File: src/sv/assert_macros.svh
// assertion macros for the oven timer block
// no dependencies
`ifndef ASSERT_MACROS_SVH
`define ASSERT_MACROS_SVH

// same-cycle implication, disabled while in reset
`define OTB_ASSERT_IMP(lbl, clk, rst_n, ante, cons, msg) \
	lbl: assert property (@(posedge clk) disable iff (!rst_n) (ante) |-> (cons)) \
		else $error(msg);

// next-cycle implication, disabled while in reset
`define OTB_ASSERT_NXT(lbl, clk, rst_n, ante, cons, msg) \
	lbl: assert property (@(posedge clk) disable iff (!rst_n) (ante) |=> (cons)) \
		else $error(msg);

`endif

File: src/sv/otb_pkg.sv
// shared widths, codes and types of the oven preheat timer block
// no dependencies
package otb_pkg;

	localparam int TEMP_FRAC_BITS = 4;

	localparam int TARGET_W  = 9;
	localparam int MIN_W     = 7;
	localparam int SEC_W     = 6;
	localparam int BAND_W    = 6;
	localparam int CFG_W     = 9;
	localparam int CFG_IDX_W = 2;
	localparam int OP_W      = 3;
	localparam int SAMPLE_W  = 14;
	localparam int PHASE_W   = 2;
	localparam int CYCLE_W   = 2;
	localparam int PROG_W    = 8;
	localparam int TIME_W    = 13;
	localparam int STEP_W    = 4;

	localparam int CMP_RAW_W = TARGET_W + TEMP_FRAC_BITS + 2;
	localparam int CMP_W     = (CMP_RAW_W > SAMPLE_W + 1) ? CMP_RAW_W : SAMPLE_W + 1;

	localparam int SECS_PER_MIN = 60;
	localparam logic [BAND_W-1:0] DEFAULT_BAND = BAND_W'(10);

	// divide by 60 as multiply by 8739 / 2^19, exact for all remaining times
	localparam int RECIP_W     = 14;
	localparam int RECIP_SHIFT = 19;
	localparam int PROD_W      = TIME_W + RECIP_W;
	localparam int QUOT_W      = PROD_W - RECIP_SHIFT;
	localparam logic [RECIP_W-1:0] RECIP_60 = RECIP_W'(8739);

	localparam logic [OP_W-1:0] OP_START = 3'd0;
	localparam logic [OP_W-1:0] OP_STOP  = 3'd1;
	localparam logic [OP_W-1:0] OP_POLL  = 3'd2;
	localparam logic [OP_W-1:0] OP_CTRL  = 3'd3;
	localparam logic [OP_W-1:0] OP_SEC   = 3'd4;

	localparam logic [CFG_IDX_W-1:0] CFG_TARGET  = 2'd0;
	localparam logic [CFG_IDX_W-1:0] CFG_MINUTES = 2'd1;
	localparam logic [CFG_IDX_W-1:0] CFG_SECONDS = 2'd2;
	localparam logic [CFG_IDX_W-1:0] CFG_BAND    = 2'd3;

	localparam logic [PHASE_W-1:0] PH_IDLE    = 2'd0;
	localparam logic [PHASE_W-1:0] PH_PREHEAT = 2'd1;
	localparam logic [PHASE_W-1:0] PH_COOK    = 2'd2;

	localparam logic [CYCLE_W-1:0] CY_READ = 2'd0;
	localparam logic [CYCLE_W-1:0] CY_HOLD = 2'd1;
	localparam logic [CYCLE_W-1:0] CY_WAIT = 2'd2;

	typedef struct packed {
		logic              start;
		logic [STEP_W-1:0] steps;
		logic [TIME_W-1:0] num;
		logic [TIME_W-1:0] rem;
		logic [TIME_W-1:0] den;
	} div_req_t;

	typedef struct packed {
		logic              done;
		logic [TIME_W-1:0] quot;
		logic [TIME_W-1:0] rem;
	} div_rsp_t;

endpackage

File: src/sv/otb_if.sv
// item channels of the oven preheat timer block: events in, status out
// depends on otb_pkg
interface otb_in_if;
	logic                          valid;
	logic                          ready;
	logic [otb_pkg::OP_W-1:0]      opcode;
	logic [otb_pkg::SAMPLE_W-1:0]  temp_sample;

	modport source (output valid, opcode, temp_sample, input ready);
	modport sink (input valid, opcode, temp_sample, output ready);
endinterface

interface otb_out_if;
	logic                         valid;
	logic                         ready;
	logic                         heater_on;
	logic [otb_pkg::PHASE_W-1:0]  phase;
	logic [otb_pkg::MIN_W-1:0]    minutes_left;
	logic [otb_pkg::SEC_W-1:0]    seconds_left;
	logic [otb_pkg::PROG_W-1:0]   progress;
	logic                         started;
	logic                         stopped;

	modport source (output valid, heater_on, phase, minutes_left, seconds_left, progress,
		started, stopped, input ready);
	modport sink (input valid, heater_on, phase, minutes_left, seconds_left, progress,
		started, stopped, output ready);
endinterface

File: src/sv/otb_div.sv
// restoring divider, one quotient bit per cycle
// depends on otb_pkg
module otb_div (
	input  logic              clk,
	input  logic              arst_n,
	input  otb_pkg::div_req_t req,
	output otb_pkg::div_rsp_t rsp
);

	logic                          busy_q;
	logic                          done_q;
	logic [otb_pkg::STEP_W-1:0]    cnt_q;
	logic [otb_pkg::TIME_W-1:0]    num_q;
	logic [otb_pkg::TIME_W-1:0]    rem_q;
	logic [otb_pkg::TIME_W-1:0]    den_q;
	logic [otb_pkg::TIME_W:0]      part;
	logic [otb_pkg::TIME_W:0]      diff;
	logic                          fits;

	assign part = {rem_q, num_q[otb_pkg::TIME_W-1]};
	assign diff = part - {1'b0, den_q};
	assign fits = part >= {1'b0, den_q};

	always_ff @(posedge clk or negedge arst_n) begin
		if (!arst_n) begin
			busy_q <= 1'b0;
			done_q <= 1'b0;
			cnt_q  <= '0;
		end else begin
			done_q <= 1'b0;
			if (req.start) begin
				busy_q <= 1'b1;
				cnt_q  <= req.steps;
			end else if (busy_q) begin
				cnt_q <= cnt_q - 1'b1;
				if (cnt_q == otb_pkg::STEP_W'(1)) begin
					busy_q <= 1'b0;
					done_q <= 1'b1;
				end
			end
		end
	end

	always_ff @(posedge clk) begin
		if (req.start) begin
			num_q <= req.num;
			rem_q <= req.rem;
			den_q <= req.den;
		end else if (busy_q) begin
			num_q <= {num_q[otb_pkg::TIME_W-2:0], fits};
			rem_q <= fits ? diff[otb_pkg::TIME_W-1:0] : part[otb_pkg::TIME_W-1:0];
		end
	end

	assign rsp.done = done_q;
	assign rsp.quot = num_q;
	assign rsp.rem  = rem_q;

endmodule

File: src/sv/oven_preheat_bang_bang_timer_unit.sv
// top level of the oven preheat bang-bang timer: event decode, sequencer, status output
// depends on otb_pkg, otb_if, otb_div and assert_macros.svh
// while cooking with time left an item takes the minutes step and 8 divider steps for progress
// before the status load, else neither; output stalls delay the load; one item in work at a time
// reset: asynchronous, active low; idle, heater off, forced-off wait, elapsed zero,
// registers zero but preheat_band at 10
`include "assert_macros.svh"

module oven_preheat_bang_bang_timer_unit (
	input  logic                            clk,
	input  logic                            arst_n,
	otb_in_if.sink                          in_ch,
	otb_out_if.source                       out_ch,
	input  logic                            cfg_we,
	input  logic [otb_pkg::CFG_IDX_W-1:0]   cfg_index,
	input  logic [otb_pkg::CFG_W-1:0]       cfg_data
);

	localparam logic [1:0] S_IDLE = 2'd0;
	localparam logic [1:0] S_MIN  = 2'd1;
	localparam logic [1:0] S_PROG = 2'd2;
	localparam logic [1:0] S_LOAD = 2'd3;

	logic [1:0]                      seq_q;
	logic                            out_valid_q;

	logic [otb_pkg::TARGET_W-1:0]    target_temp_q;
	logic [otb_pkg::MIN_W-1:0]       cook_minutes_q;
	logic [otb_pkg::SEC_W-1:0]       cook_seconds_q;
	logic [otb_pkg::BAND_W-1:0]      preheat_band_q;

	logic [otb_pkg::PHASE_W-1:0]     phase_q;
	logic [otb_pkg::CYCLE_W-1:0]     cycle_q;
	logic                            heater_q;
	logic [otb_pkg::TIME_W-1:0]      elapsed_q;

	logic                            started_q;
	logic                            stopped_q;
	logic [otb_pkg::MIN_W-1:0]       mins_q;
	logic [otb_pkg::SEC_W-1:0]       secs_q;
	logic [otb_pkg::PROG_W-1:0]      prog_q;
	logic [otb_pkg::TIME_W-1:0]      delta_q;

	logic                            o_heater_q;
	logic [otb_pkg::PHASE_W-1:0]     o_phase_q;
	logic [otb_pkg::MIN_W-1:0]       o_mins_q;
	logic [otb_pkg::SEC_W-1:0]       o_secs_q;
	logic [otb_pkg::PROG_W-1:0]      o_prog_q;
	logic                            o_started_q;
	logic                            o_stopped_q;

	logic                            acc;
	logic                            load;
	logic signed [otb_pkg::CMP_W-1:0] sample_w;
	logic signed [otb_pkg::CMP_W-1:0] tgt_w;
	logic signed [otb_pkg::CMP_W-1:0] band_w;
	logic                            below;
	logic                            above;
	logic                            in_band;
	logic [otb_pkg::TIME_W-1:0]      total;
	logic [otb_pkg::TIME_W-1:0]      elapsed_inc;

	logic [otb_pkg::PHASE_W-1:0]     phase_n;
	logic [otb_pkg::CYCLE_W-1:0]     cycle_n;
	logic                            heater_n;
	logic [otb_pkg::TIME_W-1:0]      elapsed_n;
	logic                            started_n;
	logic                            stopped_n;
	logic                            time_left;
	logic [otb_pkg::TIME_W-1:0]      delta;

	logic [otb_pkg::PROD_W-1:0]      recip_prod;
	logic [otb_pkg::QUOT_W-1:0]      quot60;
	logic [otb_pkg::TIME_W-1:0]      rem60;

	otb_pkg::div_req_t               div_req;
	otb_pkg::div_rsp_t               div_rsp;

	otb_div u_div (
		.clk    (clk),
		.arst_n (arst_n),
		.req    (div_req),
		.rsp    (div_rsp)
	);

	assign in_ch.ready = (seq_q == S_IDLE);
	assign acc  = in_ch.valid && in_ch.ready;
	assign load = (seq_q == S_LOAD) && (!out_valid_q || out_ch.ready);

	// temperatures compared in sample units
	assign sample_w = otb_pkg::CMP_W'(signed'(in_ch.temp_sample));
	assign tgt_w    = signed'(otb_pkg::CMP_W'(target_temp_q) << otb_pkg::TEMP_FRAC_BITS);
	assign band_w   = signed'(otb_pkg::CMP_W'(preheat_band_q) << otb_pkg::TEMP_FRAC_BITS);
	assign below    = sample_w < tgt_w;
	assign above    = sample_w > tgt_w;
	assign in_band  = (sample_w < tgt_w + band_w) && (sample_w > tgt_w - band_w);

	assign total = otb_pkg::TIME_W'(cook_minutes_q) * otb_pkg::TIME_W'(otb_pkg::SECS_PER_MIN)
		+ otb_pkg::TIME_W'(cook_seconds_q);
	assign elapsed_inc = (&elapsed_q) ? elapsed_q : elapsed_q + 1'b1;

	always_comb begin
		phase_n   = phase_q;
		cycle_n   = cycle_q;
		heater_n  = heater_q;
		elapsed_n = elapsed_q;
		started_n = 1'b0;
		stopped_n = 1'b0;
		case (in_ch.opcode)
			otb_pkg::OP_START: begin
				if (phase_q == otb_pkg::PH_IDLE) begin
					heater_n  = below;
					phase_n   = otb_pkg::PH_PREHEAT;
					cycle_n   = otb_pkg::CY_WAIT;
					elapsed_n = '0;
				end
			end
			otb_pkg::OP_STOP: begin
				if (phase_q != otb_pkg::PH_IDLE) begin
					heater_n  = 1'b0;
					phase_n   = otb_pkg::PH_IDLE;
					cycle_n   = otb_pkg::CY_WAIT;
					elapsed_n = '0;
					stopped_n = 1'b1;
				end
			end
			otb_pkg::OP_POLL: begin
				if (phase_q == otb_pkg::PH_PREHEAT && in_band) begin
					phase_n   = otb_pkg::PH_COOK;
					cycle_n   = otb_pkg::CY_WAIT;
					elapsed_n = '0;
					started_n = 1'b1;
				end
			end
			otb_pkg::OP_CTRL: begin
				if (phase_q == otb_pkg::PH_COOK) begin
					case (cycle_q)
						otb_pkg::CY_HOLD: cycle_n = otb_pkg::CY_WAIT;
						otb_pkg::CY_WAIT: begin
							cycle_n  = otb_pkg::CY_READ;
							heater_n = 1'b0;
						end
						default: begin
							if (below) begin
								heater_n = 1'b1;
								cycle_n  = otb_pkg::CY_HOLD;
							end else if (above) begin
								heater_n = 1'b0;
								cycle_n  = otb_pkg::CY_READ;
							end
						end
					endcase
				end
			end
			otb_pkg::OP_SEC: begin
				if (phase_q == otb_pkg::PH_COOK) begin
					elapsed_n = elapsed_inc;
					if (total <= elapsed_inc) begin
						heater_n  = 1'b0;
						phase_n   = otb_pkg::PH_IDLE;
						cycle_n   = otb_pkg::CY_WAIT;
						elapsed_n = '0;
						stopped_n = 1'b1;
					end
				end
			end
			default: ;
		endcase
	end

	assign time_left = (phase_n == otb_pkg::PH_COOK) && (total > elapsed_n);
	assign delta     = total - elapsed_n;

	// minutes and seconds by reciprocal multiply, progress by the divider
	assign recip_prod = otb_pkg::PROD_W'(delta_q) * otb_pkg::PROD_W'(otb_pkg::RECIP_60);
	assign quot60     = recip_prod[otb_pkg::PROD_W-1:otb_pkg::RECIP_SHIFT];
	assign rem60      = delta_q
		- otb_pkg::TIME_W'(quot60) * otb_pkg::TIME_W'(otb_pkg::SECS_PER_MIN);

	always_comb begin
		div_req.start = (seq_q == S_MIN);
		div_req.steps = otb_pkg::STEP_W'(otb_pkg::PROG_W);
		div_req.num   = '0;
		div_req.rem   = elapsed_q;
		div_req.den   = total;
	end

	always_ff @(posedge clk or negedge arst_n) begin
		if (!arst_n) begin
			seq_q          <= S_IDLE;
			out_valid_q    <= 1'b0;
			target_temp_q  <= '0;
			cook_minutes_q <= '0;
			cook_seconds_q <= '0;
			preheat_band_q <= otb_pkg::DEFAULT_BAND;
			phase_q        <= otb_pkg::PH_IDLE;
			cycle_q        <= otb_pkg::CY_WAIT;
			heater_q       <= 1'b0;
			elapsed_q      <= '0;
		end else begin
			if (cfg_we) begin
				case (cfg_index)
					otb_pkg::CFG_TARGET:  target_temp_q  <= cfg_data[otb_pkg::TARGET_W-1:0];
					otb_pkg::CFG_MINUTES: cook_minutes_q <= cfg_data[otb_pkg::MIN_W-1:0];
					otb_pkg::CFG_SECONDS: cook_seconds_q <= cfg_data[otb_pkg::SEC_W-1:0];
					otb_pkg::CFG_BAND:    preheat_band_q <= cfg_data[otb_pkg::BAND_W-1:0];
					default: ;
				endcase
			end
			if (load) begin
				out_valid_q <= 1'b1;
			end else if (out_ch.ready) begin
				out_valid_q <= 1'b0;
			end
			case (seq_q)
				S_IDLE: begin
					if (acc) begin
						phase_q   <= phase_n;
						cycle_q   <= cycle_n;
						heater_q  <= heater_n;
						elapsed_q <= elapsed_n;
						seq_q     <= time_left ? S_MIN : S_LOAD;
					end
				end
				S_MIN: begin
					seq_q <= S_PROG;
				end
				S_PROG: begin
					if (div_rsp.done) begin
						seq_q <= S_LOAD;
					end
				end
				default: begin
					if (load) begin
						seq_q <= S_IDLE;
					end
				end
			endcase
		end
	end

	always_ff @(posedge clk) begin
		if (seq_q == S_IDLE && acc) begin
			started_q <= started_n;
			stopped_q <= stopped_n;
			mins_q    <= '0;
			secs_q    <= '0;
			prog_q    <= (phase_n == otb_pkg::PH_COOK) ? '1 : '0;
			delta_q   <= delta;
		end
		if (seq_q == S_MIN) begin
			mins_q <= quot60[otb_pkg::MIN_W] ? '1 : quot60[otb_pkg::MIN_W-1:0];
			secs_q <= rem60[otb_pkg::SEC_W-1:0];
		end
		if (seq_q == S_PROG && div_rsp.done) begin
			prog_q <= div_rsp.quot[otb_pkg::PROG_W-1:0];
		end
		if (load) begin
			o_heater_q  <= heater_q;
			o_phase_q   <= phase_q;
			o_mins_q    <= mins_q;
			o_secs_q    <= secs_q;
			o_prog_q    <= prog_q;
			o_started_q <= started_q;
			o_stopped_q <= stopped_q;
		end
	end

	assign out_ch.valid        = out_valid_q;
	assign out_ch.heater_on    = o_heater_q;
	assign out_ch.phase        = o_phase_q;
	assign out_ch.minutes_left = o_mins_q;
	assign out_ch.seconds_left = o_secs_q;
	assign out_ch.progress     = o_prog_q;
	assign out_ch.started      = o_started_q;
	assign out_ch.stopped      = o_stopped_q;

	`OTB_ASSERT_IMP(a_idle_heater_off, clk, arst_n, phase_q == otb_pkg::PH_IDLE, !heater_q, "heater on while idle")
	`OTB_ASSERT_IMP(a_idle_elapsed_zero, clk, arst_n, phase_q == otb_pkg::PH_IDLE, elapsed_q == '0, "elapsed time kept while idle")
	`OTB_ASSERT_IMP(a_div_done_in_pass, clk, arst_n, div_rsp.done, seq_q == S_MIN || seq_q == S_PROG, "divider finished outside a divide pass")
	`OTB_ASSERT_NXT(a_busy_after_accept, clk, arst_n, acc, !in_ch.ready, "item accepted while previous item in work")

endmodule

File: src/flat_wrapper.sv
// flat-port wrapper written by rule: the top's interface ports become plain ports
module oven_preheat_bang_bang_timer_unit_flat 
  (clk, arst_n, cfg_we, cfg_index, cfg_data, in_ch_valid, in_ch_opcode, in_ch_temp_sample, in_ch_ready, out_ch_valid, out_ch_heater_on, out_ch_phase, out_ch_minutes_left, out_ch_seconds_left, out_ch_progress, out_ch_started, out_ch_stopped, out_ch_ready);
  otb_in_if in_ch_i ();
  otb_out_if out_ch_i ();
  input  logic clk;
  input  logic arst_n;
  input  logic cfg_we;
  input  logic [otb_pkg::CFG_IDX_W-1:0] cfg_index;
  input  logic [otb_pkg::CFG_W-1:0] cfg_data;
  input wire logic [$bits(in_ch_i.valid)-1:0] in_ch_valid;
  input wire logic [$bits(in_ch_i.opcode)-1:0] in_ch_opcode;
  input wire logic [$bits(in_ch_i.temp_sample)-1:0] in_ch_temp_sample;
  output wire logic [$bits(in_ch_i.ready)-1:0] in_ch_ready;
  output wire logic [$bits(out_ch_i.valid)-1:0] out_ch_valid;
  output wire logic [$bits(out_ch_i.heater_on)-1:0] out_ch_heater_on;
  output wire logic [$bits(out_ch_i.phase)-1:0] out_ch_phase;
  output wire logic [$bits(out_ch_i.minutes_left)-1:0] out_ch_minutes_left;
  output wire logic [$bits(out_ch_i.seconds_left)-1:0] out_ch_seconds_left;
  output wire logic [$bits(out_ch_i.progress)-1:0] out_ch_progress;
  output wire logic [$bits(out_ch_i.started)-1:0] out_ch_started;
  output wire logic [$bits(out_ch_i.stopped)-1:0] out_ch_stopped;
  input wire logic [$bits(out_ch_i.ready)-1:0] out_ch_ready;
  assign in_ch_i.valid = in_ch_valid;
  assign in_ch_i.opcode = in_ch_opcode;
  assign in_ch_i.temp_sample = in_ch_temp_sample;
  assign in_ch_ready = in_ch_i.ready;
  assign out_ch_valid = out_ch_i.valid;
  assign out_ch_heater_on = out_ch_i.heater_on;
  assign out_ch_phase = out_ch_i.phase;
  assign out_ch_minutes_left = out_ch_i.minutes_left;
  assign out_ch_seconds_left = out_ch_i.seconds_left;
  assign out_ch_progress = out_ch_i.progress;
  assign out_ch_started = out_ch_i.started;
  assign out_ch_stopped = out_ch_i.stopped;
  assign out_ch_i.ready = out_ch_ready;
  oven_preheat_bang_bang_timer_unit u_core (.clk(clk), .arst_n(arst_n), .in_ch(in_ch_i), .out_ch(out_ch_i), .cfg_we(cfg_we), .cfg_index(cfg_index), .cfg_data(cfg_data));
endmodule
File: config.mk
export PLATFORM = sky130hd
export DESIGN_NAME = oven_preheat_bang_bang_timer_unit_flat
export DESIGN_NICKNAME = d
export VERILOG_FILES = /design/src/sv/otb_pkg.sv /design/src/sv/otb_if.sv /design/src/sv/otb_div.sv /design/src/sv/oven_preheat_bang_bang_timer_unit.sv /design/src/flat_wrapper.sv
export VERILOG_INCLUDE_DIRS = /design/src /design/src/sv
export SDC_FILE = /design/constraint.sdc
export NUM_CORES = 1
export LEC_CHECK = 0
export BUFFER_PORTS_ARGS = -buffer_cell sky130_fd_sc_hd__buf_2
export CAP_MARGIN = 40
export CELL_PAD_IN_SITES_DETAIL_PLACEMENT = 0
export CELL_PAD_IN_SITES_GLOBAL_PLACEMENT = 1
export CORE_ASPECT_RATIO = 0.5
export CORE_MARGIN = 5
export CORE_UTILIZATION = 35
export CTS_CLUSTER_SIZE = 28
export DETAILED_ROUTE_END_ITERATION = 16
export PLACE_DENSITY_LB_ADDON = 0.15
export SYNTH_ARGS = -nofsm -noshare
export SYNTH_HDL_FRONTEND = slang
export SYNTH_SLANG_ARGS = --single-unit
export TNS_END_PERCENT = 100
File: constraint.sdc
create_clock -name clk -period 9.7 [get_ports clk]
set_clock_uncertainty 0.2 [all_clocks]
set_input_delay 0 -clock clk [delete_from_list [all_inputs] [get_ports clk]]
set_output_delay 0 -clock clk [all_outputs]
set_load 0.05 [all_outputs]
## Word-level counts from Yosys, hierarchy flattened

Index checks and enable logic that the tools add are counted.

- Output and inout bits: 28
- Input port bits: 33
- Bits in registers: 156

- $add $sub $neg: 8
- Muxes and demuxes: 63
- $mul: 3
- Order comparisons: 7
- Equal/unequal tests: 27
- Reduce and logical (&&, ||, !) cells: 30

Operator list:

| kind | number |
|---|---|
| 13-bit 2-to-1 mux | 9 |
| 13-bit one-hot mux with 4 select lines | 1 |
| 2-bit 2-to-1 mux | 17 |
| 14-bit > comparator | 2 |
| 13-bit by 14-bit multiplier with 27-bit output (second input constant) | 1 |
| 13-bit subtractor | 2 |
| 8-bit 2-to-1 mux | 3 |
| 7-bit 2-to-1 mux | 3 |
| 10-bit AND reduction | 2 |
| 1-bit 2-to-1 mux | 19 |
| 14-bit by 15-bit less-than comparator with 1-bit output | 1 |
| 13-bit by 10-bit adder with 14-bit output | 1 |
| 2-bit equality test (second input constant) | 7 |
| 14-bit by 13-bit greater-or-equal comparator with 1-bit output | 1 |
| 14-bit less-than comparator | 1 |
| 13-bit by 10-bit subtractor with 14-bit output | 1 |
| 13-bit by 1-bit adder with 13-bit output (second input constant) | 1 |
| 13-bit by 6-bit adder with 13-bit output | 1 |
| 13-bit > comparator | 1 |
| 13-bit less-or-equal comparator | 1 |
| 13-bit AND reduction | 1 |
| 6-bit 2-to-1 mux | 2 |
| 2-bit by 1-bit inequality test with 1-bit output (second input constant) | 6 |
| 7-bit by 4-bit multiplier with 11-bit output (second input constant) | 1 |
| 28 further kinds | 53 |

## Depth between registers and ports, before layout

Gate-level depths: netlist of the first run.

- Word-level depth: 11
- Mapped depth: 34

## Cells and area by module

A second synthesis of the first run with hierarchy kept.

- Cells, all modules: 1219
- Area, all modules: 12493.2 um^2

By module, submodules not included:

| module | cells each | area an instance (um^2) | instances |
|---|---|---|---|
| oven_preheat_bang_bang_timer_unit | 998 | 9874.5 | 1 |
| otb_div | 221 | 2618.8 | 1 |

## Worst setup path after synthesis of the first run

OpenSTA, ideal clock, no wires.

- Path kind: register to register
- Start: register u_core.cook_minutes_q[0] (netlist name)
- End: register u_core.seq_q[1]
- Data arrival time: 6.849 ns
- Path slack: 2.584 ns
- Stages on the path, launching flop included: 31
- Buffers on the path: 0
- Period minus slack after synthesis: 7.116 ns
- Setup time: 0.067 ns
- Cells stage by stage: dfrtp_1 > fa_1 > fa_1 > inv_1 > fa_1 > inv_1 > ha_1 > o21ai_1 > a21boi_1 > and2_1 > nand2_1 > xnor2_1 > ha_1 > nand3_1 > nor4_2 > nor3_1 > a21o_1 > or3_1 > mux2i_4 > nor3_1 > a21oi_1 > ha_1 > nor2b_1 > o31a_1 > o31a_1 > o211a_1 > o21ai_0 > a211o_1 > o21ai_0 > a2111oi_0 > a221o_1

RTL lines:

| what | RTL line | source |
|---|---|---|
| start, declared | oven_preheat_bang_bang_timer_unit.sv:28 | `logic [otb_pkg::MIN_W-1:0] cook_minutes_q;` |
| start signal, assigned | oven_preheat_bang_bang_timer_unit.sv:204 | `otb_pkg::CFG_MINUTES: cook_minutes_q <= cfg_data[otb_pkg::MIN_W-1:0];` |
| end signal, assigned | oven_preheat_bang_bang_timer_unit.sv:222 | `seq_q <= time_left ? S_MIN : S_LOAD;` |
| end, declared | oven_preheat_bang_bang_timer_unit.sv:24 | `logic [1:0] seq_q;` |

==> results of run 1 <==
## cell usage after synthesis (13+ instances only)
| cell type | instances |
|---|---|
| a21o_1 | 21 |
| a21oi_1 | 69 |
| clkbuf_1 | 21 |
| dfrtp_1 | 52 |
| dfxtp_1 | 13 |
| edfxtp_1 | 88 |
| fa_1 | 36 |
| ha_1 | 183 |
| inv_1 | 148 |
| mux2_2 | 22 |
| mux2i_1 | 28 |
| nand2_1 | 89 |
| nand2b_1 | 15 |
| nand3_1 | 21 |
| nand4_1 | 14 |
| nor2_1 | 76 |
| nor2b_1 | 15 |
| nor3_1 | 40 |
| o21a_1 | 15 |
| o21ai_0 | 71 |
| xnor2_1 | 51 |
| xor2_1 | 16 |
## cell usage in the layout, fill, tap and decap left out, types with 51 or more instances in the layout
master,n
o21ai_0,71
buf_2,60
inv_1,148
xnor2_1,51
dfrtp_1,52
ha_1,182
edfxtp_1,88
nor2_1,76
a21oi_1,69
nand2_1,89
## metrics by stage
step,area (um2),instances
after floorplan,12300,1246
after global placement,13100,1751
after detailed placement,13100,1752
after CTS,14100,1822
after global routing,14100,1823
final,14100,1823
## cells by family (layout without fill, tap and decap cells)
| logic type | count (synthesis) | after routing | synth area share |
|---|---|---|---|
| buffers and inverters | 184 | 286 | 0.0583 |
| xor gates and xnor gates | 69 | 69 | 0.0502 |
| AOI/OAI and AO/OA | 246 | 246 | 0.125 |
| DFF | 156 | 156 | 0.347 |
| adders and majority gates | 219 | 219 | 0.244 |
| and+or+nand+nor | 320 | 320 | 0.129 |
| muxes | 52 | 52 | 0.0456 |
## worst max-delay path, delay by kind of cell (launching register included)
kind	cells	cell delay, ps
fa+ha+maj	7	2450
compound gates	12	2550
mux	1	320
simple gates	6	1110
flops	1	430
buf+inv	3	170
xor+xnor	3	620
## sequential cells by signal (all words and copies together), names as in the netlist, 2 cells and up
name,cells
u_core.cook_seconds_q,6
u_core.out_ch.minutes_left,7
u_core.prog_q,8
u_core.u_div.rem_q,13
u_core.seq_q,2
u_core.elapsed_q,13
u_core.delta_q,13
u_core.preheat_band_q,6
u_core.u_div.den_q,13
u_core.u_div.cnt_q,4
u_core.cook_minutes_q,7
u_core.mins_q,7
u_core.out_ch.progress,8
u_core.phase_q,2
u_core.cycle_q,2
u_core.out_ch.phase,2
u_core.out_ch.seconds_left,6
u_core.target_temp_q,9
u_core.secs_q,6
u_core.u_div.num_q,13
## final timing paths
path	from	end	slack, ps	cells after the start
max	u_core.cook_minutes_q[0]$_DFFE_PN0P_	u_core.delta_q[12]$_DFFE_PP_	1580	32
min	in_ch_temp_sample[3]	u_core.heater_q$_DFFE_PN0P_	110	7
max reg2reg	u_core.cook_minutes_q[0]$_DFFE_PN0P_	u_core.delta_q[12]$_DFFE_PP_	1580	32
min reg2reg	u_core.prog_q[0]$_DFFE_PP_	u_core.out_ch.progress[0]$_DFFE_PP_	220	0
max in group asynchronous	arst_n	u_core.elapsed_q[0]$_DFFE_PN0P_	7850	5
min in group asynchronous	arst_n	u_core.cycle_q[1]$_DFFE_PN1P_	430	3
## per-layer routing
layer,track usage,vias to the layer above
li1,-,4552
met5,0,-
met3,0.0277,29
met2,0.248,113
met1,0.224,4311
met4,0.0430,0
## cell type report
class	count	area, um2	share of cell area
Multi-Input combinational cell	906	7340	0.519
Sequential cell	156	4280	0.303
Timing Repair Buffer	105	744	0.0527
Tap cell	475	594	0.0421
Inverter	149	559	0.0396
Clock buffer	17	425	0.0301
Clock inverter	15	188	0.0133
==> out/metrics.csv, run 1 <==
stage,metric,value,unit
outcome,outcome,finished clean,
sta,final setup fails,0,
layout,Finished Core Util,0.408,
layout,layout cells sized above 1,0.113,
sta,max-slew violation count,0,
clock_tree,hold_buf cts,38,
synthesis,"area leader, netlist",edfxtp_1,
synthesis,async set-reset flop share out of synthesis,0.353,
synthesis,"EDFF count, synth",88,
clock_tree,clock sinks,156,
synthesis,sequential area share after synthesis,0.347,
grt,vias in the first global route,8884,
grt,largest net degree at the start of global routing,68,
layout,area grow syn2layout,14.6,%
synthesis,Synth area leaders,"edfxtp_1, ha_1, dfrtp_1",
die,DIE HEIGHT,143,um
route,routed len/inst,16.4,um
clock_tree,CTS HTree Levels,4,
grt,first-pass GRT wire length,48300,um
die,Core ar.,34600,um2
synthesis,"Distinct cells, synth",79,
clock_tree,Post-CTS Resized,0,
worst_setup_path,"most used cell, CP",fa_1,
clock_tree,Skew-Pair Late Insertion Delay,450,ps
die,Ports,61,
die,FP Rows,48,
worst_setup_path,CP Capture Type,flip-flop,
clock_tree,CTS Root Cell,clkbuf_16,
route,initial drt markers,367,
layout,n_diodes,0,
synthesis,top_reg_cell synth,edfxtp_1,
clock_tree,CTS tree,built,
route,vias per std cell,4.94,
clock_tree,CTS buffer count,17,
grt,Total GRT Usage,0.157,
route,top routing layer in use,met4,
route,DR WL met2,13400,um
layout,fillers,3437,
sta,fin crit period,8120,ps
die,die area,39300,um2
worst_setup_path,crit-path max FO,19,
route,Metal-1 WL,15200,um
synthesis,#FFs+latches synth,156,
die,starting density of the core,0.356,
worst_setup_path,crit path kind,reg2reg,
worst_setup_path,Worst EP arrival,8110,ps
die,die span in x,275,um
clock_tree,Worst-path clk slew,70,ps
sta,final worst setup slack,1580,ps
sta,Final Hold Vio Count,0,
synthesis,mapped cell area,12300,um2
worst_setup_path,"Req. time, crit path",9690,ps
grt,initial antenna violation count,0,
job,Max Cap Violations,0,
route,WL met3,884,um
place,post-DP HPWL,23900,um
sta,relative slew slack,0.379,
clock_tree,post-CTS setup buffer count,0,
place,DP Worst Slack,1570,ps
synthesis,Yosys warnings,0,
route,ANT nets after route,0,
worst_setup_path,Critical Path Slowest Stage Cell,o21a_1,
synthesis,"Avg Cell Area, Syn",9.89,um2
min_path,Hold Path Class,in2reg,
synthesis,share of the synthesized area in the top cell type,0.214,
worst_setup_path,startpoint types,flip-flop,
route,DR DRC count,0,
sta,fin crit share,0.837,
place,GPL Wtd Cong,0.946,
worst_setup_path,CP peak stage delay,590,ps
sta,unrepaired setup endpoints after global routing,no,
grt,grt total ovfl,0,
synthesis,synthesized instance count,1246,
sta,Total Neg Setup Slack,0,ps
place,I/O Buffers,60,
layout,Final Net Count,1587,
sta,worst slew pin tran,931,ps
route,DRT Pass-1 Iters,6,
route,final wirelength,30000,um
sta,Fin Hold WS,112,ps
clock_tree,largest buffer count on any clock path,2,
sta,FMAX,123,MHz
synthesis,Mapped Nets,1498,
route,Via Count,9005,
Power of run 1 is left out: the tool's default activity adds up to more than one toggle a clock period on the data nets, which glitch-free logic cannot reach.
==> inputs of run 2 (changes only) <==
ABC_AREA = 1   (was not set)
clock period = 7.7 ns   (was 9.7 ns; I/O delays follow)
==> run 2 against run 1 <==
Cell count up 9.1%; design area barely moved; flip-flop and latch count did not move; global-route usage shrank 0.31 points.
==> out/metrics.csv, run 2 <==
stage,metric,value,unit,change
clock_tree,CTS Root Cell,clkbuf_16,,
layout,layout cells sized above 1,0.112,,-0.00113
synthesis,#FFs+latches synth,156,,unchanged
worst_setup_path,"most used cell, CP",nand2_1,,
worst_setup_path,CP Launch Point,u_core.cook_minutes_q[0]$_DFFE_PN0P_,,
clock_tree,clock sinks,156,,unchanged
clock_tree,Worst-path clk slew,70,ps,about the same
route,DRT Pass-1 Iters,5,,-1
route,ANT nets after route,0,,unchanged
synthesis,"Avg Cell Area, Syn",8.78,um2,-11%
clock_tree,CTS buffer count,17,,unchanged
die,die area,39300,um2,about the same
layout,FF/Latch Area,4280,um2,unchanged
die,FP Rows,48,,unchanged
sta,fin crit period,7040,ps,-1080 ps
worst_setup_path,crit-path max FO,7,,-12
worst_setup_path,CP Capture Type,flip-flop,,
synthesis,"EDFF count, synth",88,,unchanged
worst_setup_path,CP top delay family,adder cells,,
synthesis,share of the synthesized area in the top cell type,0.215,,+0.000218
grt,grt total ovfl,0,,unchanged
die,Ports,61,,unchanged
worst_setup_path,Worst EP arrival,7220,ps,-890 ps
die,DIE HEIGHT,143,um,about the same
clock_tree,CTS HTree Levels,4,,unchanged
outcome,outcome,finished clean,,
grt,largest net degree at the start of global routing,56,,-18%
clock_tree,largest buffer count on any clock path,2,,unchanged
sta,relative slew slack,0.453,,+0.0739
route,final wirelength,29300,um,-2.3%
sta,max-slew violation count,0,,unchanged
synthesis,synth cell count leaders,"inv_1, nand2_1, ha_1",,
sta,FMAX,142,MHz,+15%
job,Max Cap Violations,0,,unchanged
route,Via Count,9368,,+4.0%
route,vias per std cell,4.71,,-4.7%
route,DR DRC count,0,,unchanged
route,routed len/inst,14.7,um,-10%
synthesis,top_reg_cell synth,edfxtp_1,,
worst_setup_path,Buf/Inv on CP,5,,+2
sta,final setup fails,0,,unchanged
clock_tree,Skew-Pair Late Insertion Delay,440,ps,about the same
min_path,Hold Path Class,in2async,,
synthesis,Synth area leaders,"edfxtp_1, ha_1, dfrtp_1",,
synthesis,Yosys warnings,0,,unchanged
place,GPL Wtd Cong,0.801,,-15%
place,post-DP HPWL,23200,um,-2.9%
synthesis,async set-reset flop share out of synthesis,0.353,,unchanged
worst_setup_path,startpoint types,flip-flop,,
sta,worst slew pin tran,820,ps,-111 ps
worst_setup_path,CP peak stage delay,530,ps,-60 ps
layout,n_diodes,0,,unchanged
clock_tree,CTS tree,built,,
layout,area occupied by multi-input gates,6900,um2,-5.9%
layout,Final Net Count,1753,,+10%
grt,first-pass GRT wire length,48200,um,-0.30%
die,die span in x,275,um,about the same
sta,Final Hold Vio Count,0,,unchanged
die,starting density of the core,0.356,,-0.000362
grt,initial antenna violation count,0,,unchanged
layout,most frequent cells in the layout,"inv_1, nand2_1, ha_1, o21ai_0, edfxtp_1",,
route,initial drt markers,444,,+21%
worst_setup_path,"Req. time, crit path",7890,ps,-1800 ps
layout,area grow syn2layout,14.7,%,about the same
synthesis,Mapped Nets,1655,,+10%
synthesis,mapped cell area,12300,um2,-0.10%
synthesis,"Distinct cells, synth",56,,-29%
synthesis,top-count cell post-synth,inv_1,,
die,Core ar.,34600,um2,unchanged
synthesis,synthesized instance count,1403,,+13%
sta,unrepaired setup endpoints after global routing,no,,
place,I/O Buffers,60,,unchanged
layout,"commonest non-fill, non-tap cell in the layout",inv_1,,
synthesis,sequential area share after synthesis,0.348,,+0.000353
sta,Total Neg Setup Slack,0,ps,unchanged
worst_setup_path,Critical Path Slowest Stage Cell,fa_1,,
layout,fillers,3543,,+3.1%
sta,fin crit share,0.914,,+0.0771
grt,vias in the first global route,9476,,+6.7%
worst_setup_path,crit path kind,reg2reg,,
worst_setup_path,worst r2r src,u_core.cook_minutes_q[0]$_DFFE_PN0P_,,
grt,Total GRT Usage,0.154,,-0.00310
synthesis,"area leader, netlist",edfxtp_1,,
[run 2: metrics by stage]
stage | worst slack (ps) | std cells | util | hold slack [ps] | area [um2]
after global routing | 22.4 | 1989 | 0.408 | 146 | 14100
after global placement | 607 | 1920 | 0.380 | 28.5 | 13100
after floorplan | 1170 | 1403 | - | -496 | 12300
after CTS | 358 | 1981 | 0.406 | 73.1 | 14000
after detailed placement | 450 | 1923 | 0.382 | 26.7 | 13200
final | 664 | 1989 | 0.408 | 72.5 | 14100
[run 2: cell families after synthesis]
| logic type | Yosys count | share of synthesized area |
|---|---|---|
| and+or+nand+nor | 409 | 0.146 |
| DFF | 156 | 0.348 |
| buffers and inverters | 302 | 0.0944 |
| adders and majority gates | 219 | 0.244 |
| xor gates and xnor gates | 55 | 0.0391 |
| AOI/OAI and AO/OA | 262 | 0.128 |
[run 2: path summary, 6_finish.rpt]
path / endpoint / slack [ps] / depth (start not counted)
max in group asynchronous: u_core.phase_q[1]$_DFFE_PN0P_ / 6680 / 3
setup / recovery: u_core.seq_q[1]$_DFFE_PN0P_ / 660 / 48
min in group clk: u_core.cycle_q[0]$_DFFE_PN0P_ / 80 / 8
setup reg to reg: u_core.seq_q[1]$_DFFE_PN0P_ / 660 / 48
hold reg to reg: u_core.out_ch.progress[1]$_DFFE_PP_ / 220 / 0
hold / removal: u_core.elapsed_q[3]$_DFFE_PN0P_ / 70 / 3
[run 2: final cells by class]
| cell class | count | share of cell area |
|---|---|---|
| Clock buffer | 18 | 0.0304 |
| Clock inverter | 14 | 0.0105 |
| Inverter | 279 | 0.0741 |
| Multi-Input combinational cell | 946 | 0.489 |
| Sequential cell | 156 | 0.303 |
| Tap cell | 475 | 0.0421 |
| Timing Repair Buffer | 101 | 0.0510 |
[run 2: repair_timing]
item                                    in CTS  in global routing
hold buffers                                26                  0
buffers inserted                             0                  7
gates resized for setup                      0                  6
endpoints found under the setup margin       0                  2
endpoints found under the hold margin       92                  0
[run 2: layer usage]
metal  part of all wire  GRT usage
met4             0.0096     0.0356
met2               0.47      0.261
met1               0.49      0.209
met5                  0          0
met3              0.029     0.0270
[run 2: worst reg2reg max path: cells and delay by family (launching register included)]
kind / cells / cell delay (ps)
compound gates: 10 / 1310
flops: 1 / 430
fa+ha+maj: 6 / 2530
simple gates: 27 / 2120
buf+inv: 5 / 420
Power of run 2 is left out for the same reason.
==> inputs of run 3 (changes only) <==
SYNTH_HIERARCHICAL = 1   (was not set)
==> run 3 against run 2 <==
Worst setup slack worse by 52 ps; flip-flop and latch count unchanged; critical path depth down 12; synthesized cell count up 12%; synthesized area up 5.6%; fmax down 0.73%.
==> out/metrics.csv, run 3 <==
stage,metric,value,unit,change
outcome,outcome,finished clean,,
layout,Final Net Count,1921,,+9.6%
sta,final worst setup slack,612,ps,-51.5 ps
synthesis,"area leader, netlist",edfxtp_1,,
synthesis,async set-reset flop share out of synthesis,0.353,,unchanged
synthesis,Yosys warnings,6,,+6
route,Via Count,10300,,+9.4%
worst_setup_path,crit path kind,reg2reg,,
clock_tree,Skew-Pair Late Insertion Delay,450,ps,about the same
layout,n_diodes,0,,unchanged
place,post-DP HPWL,26100,um,+12%
synthesis,synthesized instance count,1565,,+12%
clock_tree,post-CTS setup buffer count,0,,unchanged
synthesis,"EDFF count, synth",101,,+15%
sta,Total Neg Setup Slack,0,ps,unchanged
sta,max-slew violation count,0,,unchanged
worst_setup_path,worst r2r path cells,36,,-25%
die,die span in x,283,um,+2.7%
clock_tree,CTS tree,built,,
place,DP Worst Slack,437,ps,-13.0 ps
die,die area,41300,um2,+5.3%
layout,Non-Filler Instances,2168,,+9.0%
die,FP Rows,49,,+2.1%
die,Ports,61,,unchanged
worst_setup_path,"Req. time, crit path",7690,ps,-200 ps
synthesis,#FFs+latches synth,156,,unchanged
worst_setup_path,Reg-to-Reg End,u_core/delta_q[12]$_DFFE_PP_,,
synthesis,share of the synthesized area in the top cell type,0.233,,+0.0186
sta,worst slew pin tran,831,ps,+10.8 ps
grt,Total GRT Usage,0.163,,+0.00841
grt,grt total ovfl,0,,unchanged
route,routed len/inst,15.1,um,+2.7%
route,final wirelength,32800,um,+12%
synthesis,mapped cell area,13000,um2,+5.6%
sta,final setup fails,0,,unchanged
worst_setup_path,r2r setup slk,610,ps,-50 ps
grt,vias in the first global route,10200,,+7.7%
synthesis,top_reg_cell synth,edfxtp_1,,
sta,relative slew slack,0.446,,-0.00721
die,DIE HEIGHT,146,um,+2.6%
sta,fin crit period,7090,ps,+51.5 ps
worst_setup_path,worst setup path end,u_core/delta_q[12]$_DFFE_PP_,,
synthesis,top-count cell post-synth,nand2_1,,
clock_tree,CTS buffer count,17,,unchanged
layout,"commonest non-fill, non-tap cell in the layout",nand2_1,,
sta,unrepaired setup endpoints after global routing,no,,
place,GPL Wtd Cong,0.847,,+5.8%
synthesis,sequential area share after synthesis,0.339,,-0.00850
route,ANT nets after route,0,,unchanged
place,Cells after DPL,2110,,+9.7%
place,I/O Buffers,60,,unchanged
route,DR DRC count,0,,unchanged
worst_setup_path,CP Launch Point,u_core/cook_minutes_q[0]$_DFFE_PN0P_,,
die,starting density of the core,0.358,,+0.00238
synthesis,synth cell count leaders,"nand2_1, inv_1, ha_1",,
job,Max Cap Violations,0,,unchanged
layout,most frequent cells in the layout,"nand2_1, inv_1, ha_1, edfxtp_1, nand3_1",,
clock_tree,CTS HTree Levels,4,,unchanged
grt,first-pass GRT wire length,53700,um,+12%
worst_setup_path,Critical Path Slowest Stage Cell,fa_1,,
clock_tree,Worst-path clk slew,70,ps,about the same
sta,fin crit share,0.920,,+0.00669
synthesis,Synth area leaders,"edfxtp_1, ha_1, nand2_1",,
worst_setup_path,crit-path max FO,9,,+2
worst_setup_path,Worst EP arrival,7080,ps,-140 ps
clock_tree,CTS Root Cell,clkbuf_16,,
synthesis,"Avg Cell Area, Syn",8.31,um2,-5.3%
grt,largest net degree at the start of global routing,56,,unchanged
route,initial drt markers,540,,+22%
worst_setup_path,CP peak stage delay,530,ps,about the same
worst_setup_path,worst r2r src,u_core/cook_minutes_q[0]$_DFFE_PN0P_,,
sta,FMAX,141,MHz,-0.73%
layout,fillers,3714,,+4.8%
worst_setup_path,CP Capture Type,flip-flop,,
grt,initial antenna violation count,0,,unchanged
min_path,Hold Path Class,in2reg,,
synthesis,"Distinct cells, synth",59,,+5.4%
clock_tree,clock sinks,156,,unchanged
worst_setup_path,"most used cell, CP",nand2_1,,
clock_tree,largest buffer count on any clock path,2,,unchanged
die,Core ar.,36300,um2,+4.9%
worst_setup_path,startpoint types,flip-flop,,
route,DRT Pass-1 Iters,5,,unchanged
min_path,hold depth,6,,
sta,Final Hold Vio Count,0,,unchanged
layout,area grow syn2layout,14.0,%,
route,vias per std cell,4.73,,+0.38%
layout,layout cells sized above 1,0.0998,,-0.0119
[run 3: changes by cell type after synthesis, moves of 15 or more]
| cell | before | now |
|---|---|---|
| nand2_1 | 234 | 378 |
| inv_1 | 273 | 303 |
| nand3_1 | 46 | 73 |
| nand4_1 | 8 | 29 |
| o21ai_0 | 89 | 72 |
| o21ai_1 | 16 | 1 |
[run 3: how the worst min path moves through the flow]
| stage | start | end | slack, ps |
|---|---|---|---|
| floorplan | arst_n | u_core/cook_minutes_q[0]$_DFFE_PN0P_ | -500 |
| global placement | arst_n | u_core/target_temp_q[8]$_DFFE_PN0P_ | 30 |
| detailed placement | arst_n | u_core/target_temp_q[8]$_DFFE_PN0P_ | 30 |
| CTS | in_ch_temp_sample[12] | u_core/cycle_q[0]$_DFFE_PN0P_ | 4 |
| global route | in_ch_temp_sample[12] | u_core/cycle_q[0]$_DFFE_PN0P_ | 80 |
| finish | in_ch_temp_sample[12] | u_core/cycle_q[0]$_DFFE_PN0P_ | 20 |
[run 3: final cells by class]
type | count | area, um2 | share of cell area
Timing Repair Buffer | 95 | 648 | 0.0437
Clock buffer | 17 | 425 | 0.0287
Inverter | 313 | 1170 | 0.0792
Clock inverter | 15 | 180 | 0.0122
Tap cell | 484 | 606 | 0.0408
Multi-Input combinational cell | 1088 | 7380 | 0.498
Sequential cell | 156 | 4410 | 0.298
[run 3: repair_timing]
| item | CTS | global route |
|---|---|---|
| endpoints found under the hold margin | 100 | 0 |
| setup endpoints to repair | 0 | 4 |
| resized for setup | 0 | 4 |
| hold buffers | 26 | 0 |
[run 3: cell families (layout without fill, tap and decap cells)]
family | count (synthesis) | in the layout | synth area share
fa+ha+maj | 217 | 217 | 0.230
xor+xnor | 53 | 53 | 0.0363
flops | 156 | 156 | 0.339
simple gates | 613 | 613 | 0.209
buf+inv | 336 | 440 | 0.0995
compound gates | 188 | 188 | 0.0855
other cells | 2 | 17 | 0.000577
[run 3: per-layer routing]
metal	part of all wire	vias up	track usage
li1	-	5265	-
met4	0.011	0	0.0338
met2	0.44	174	0.252
met1	0.51	4784	0.237
met3	0.039	27	0.0319
met5	0	-	0
[run 3: critical path, delay by kind of cell, from the launching register on]
kind / cells / cell delay [ps]
buf+inv: 6 / 490
simple gates: 16 / 1390
compound gates: 7 / 1550
fa+ha+maj: 6 / 2620
xor+xnor: 1 / 140
flops: 1 / 440
[run 3: through the flow]
| step | hold slack, ps | area [um2] | util |
|---|---|---|---|
| floorplan | -496 | 13100 | - |
| global placement | 26.6 | 13900 | 0.383 |
| detailed placement | 34.8 | 13900 | 0.384 |
| CTS | 3.76 | 14800 | 0.408 |
| global route | 80.0 | 14800 | 0.409 |
| finish | 20.8 | 14800 | 0.409 |
Power of run 3 is left out for the same reason.
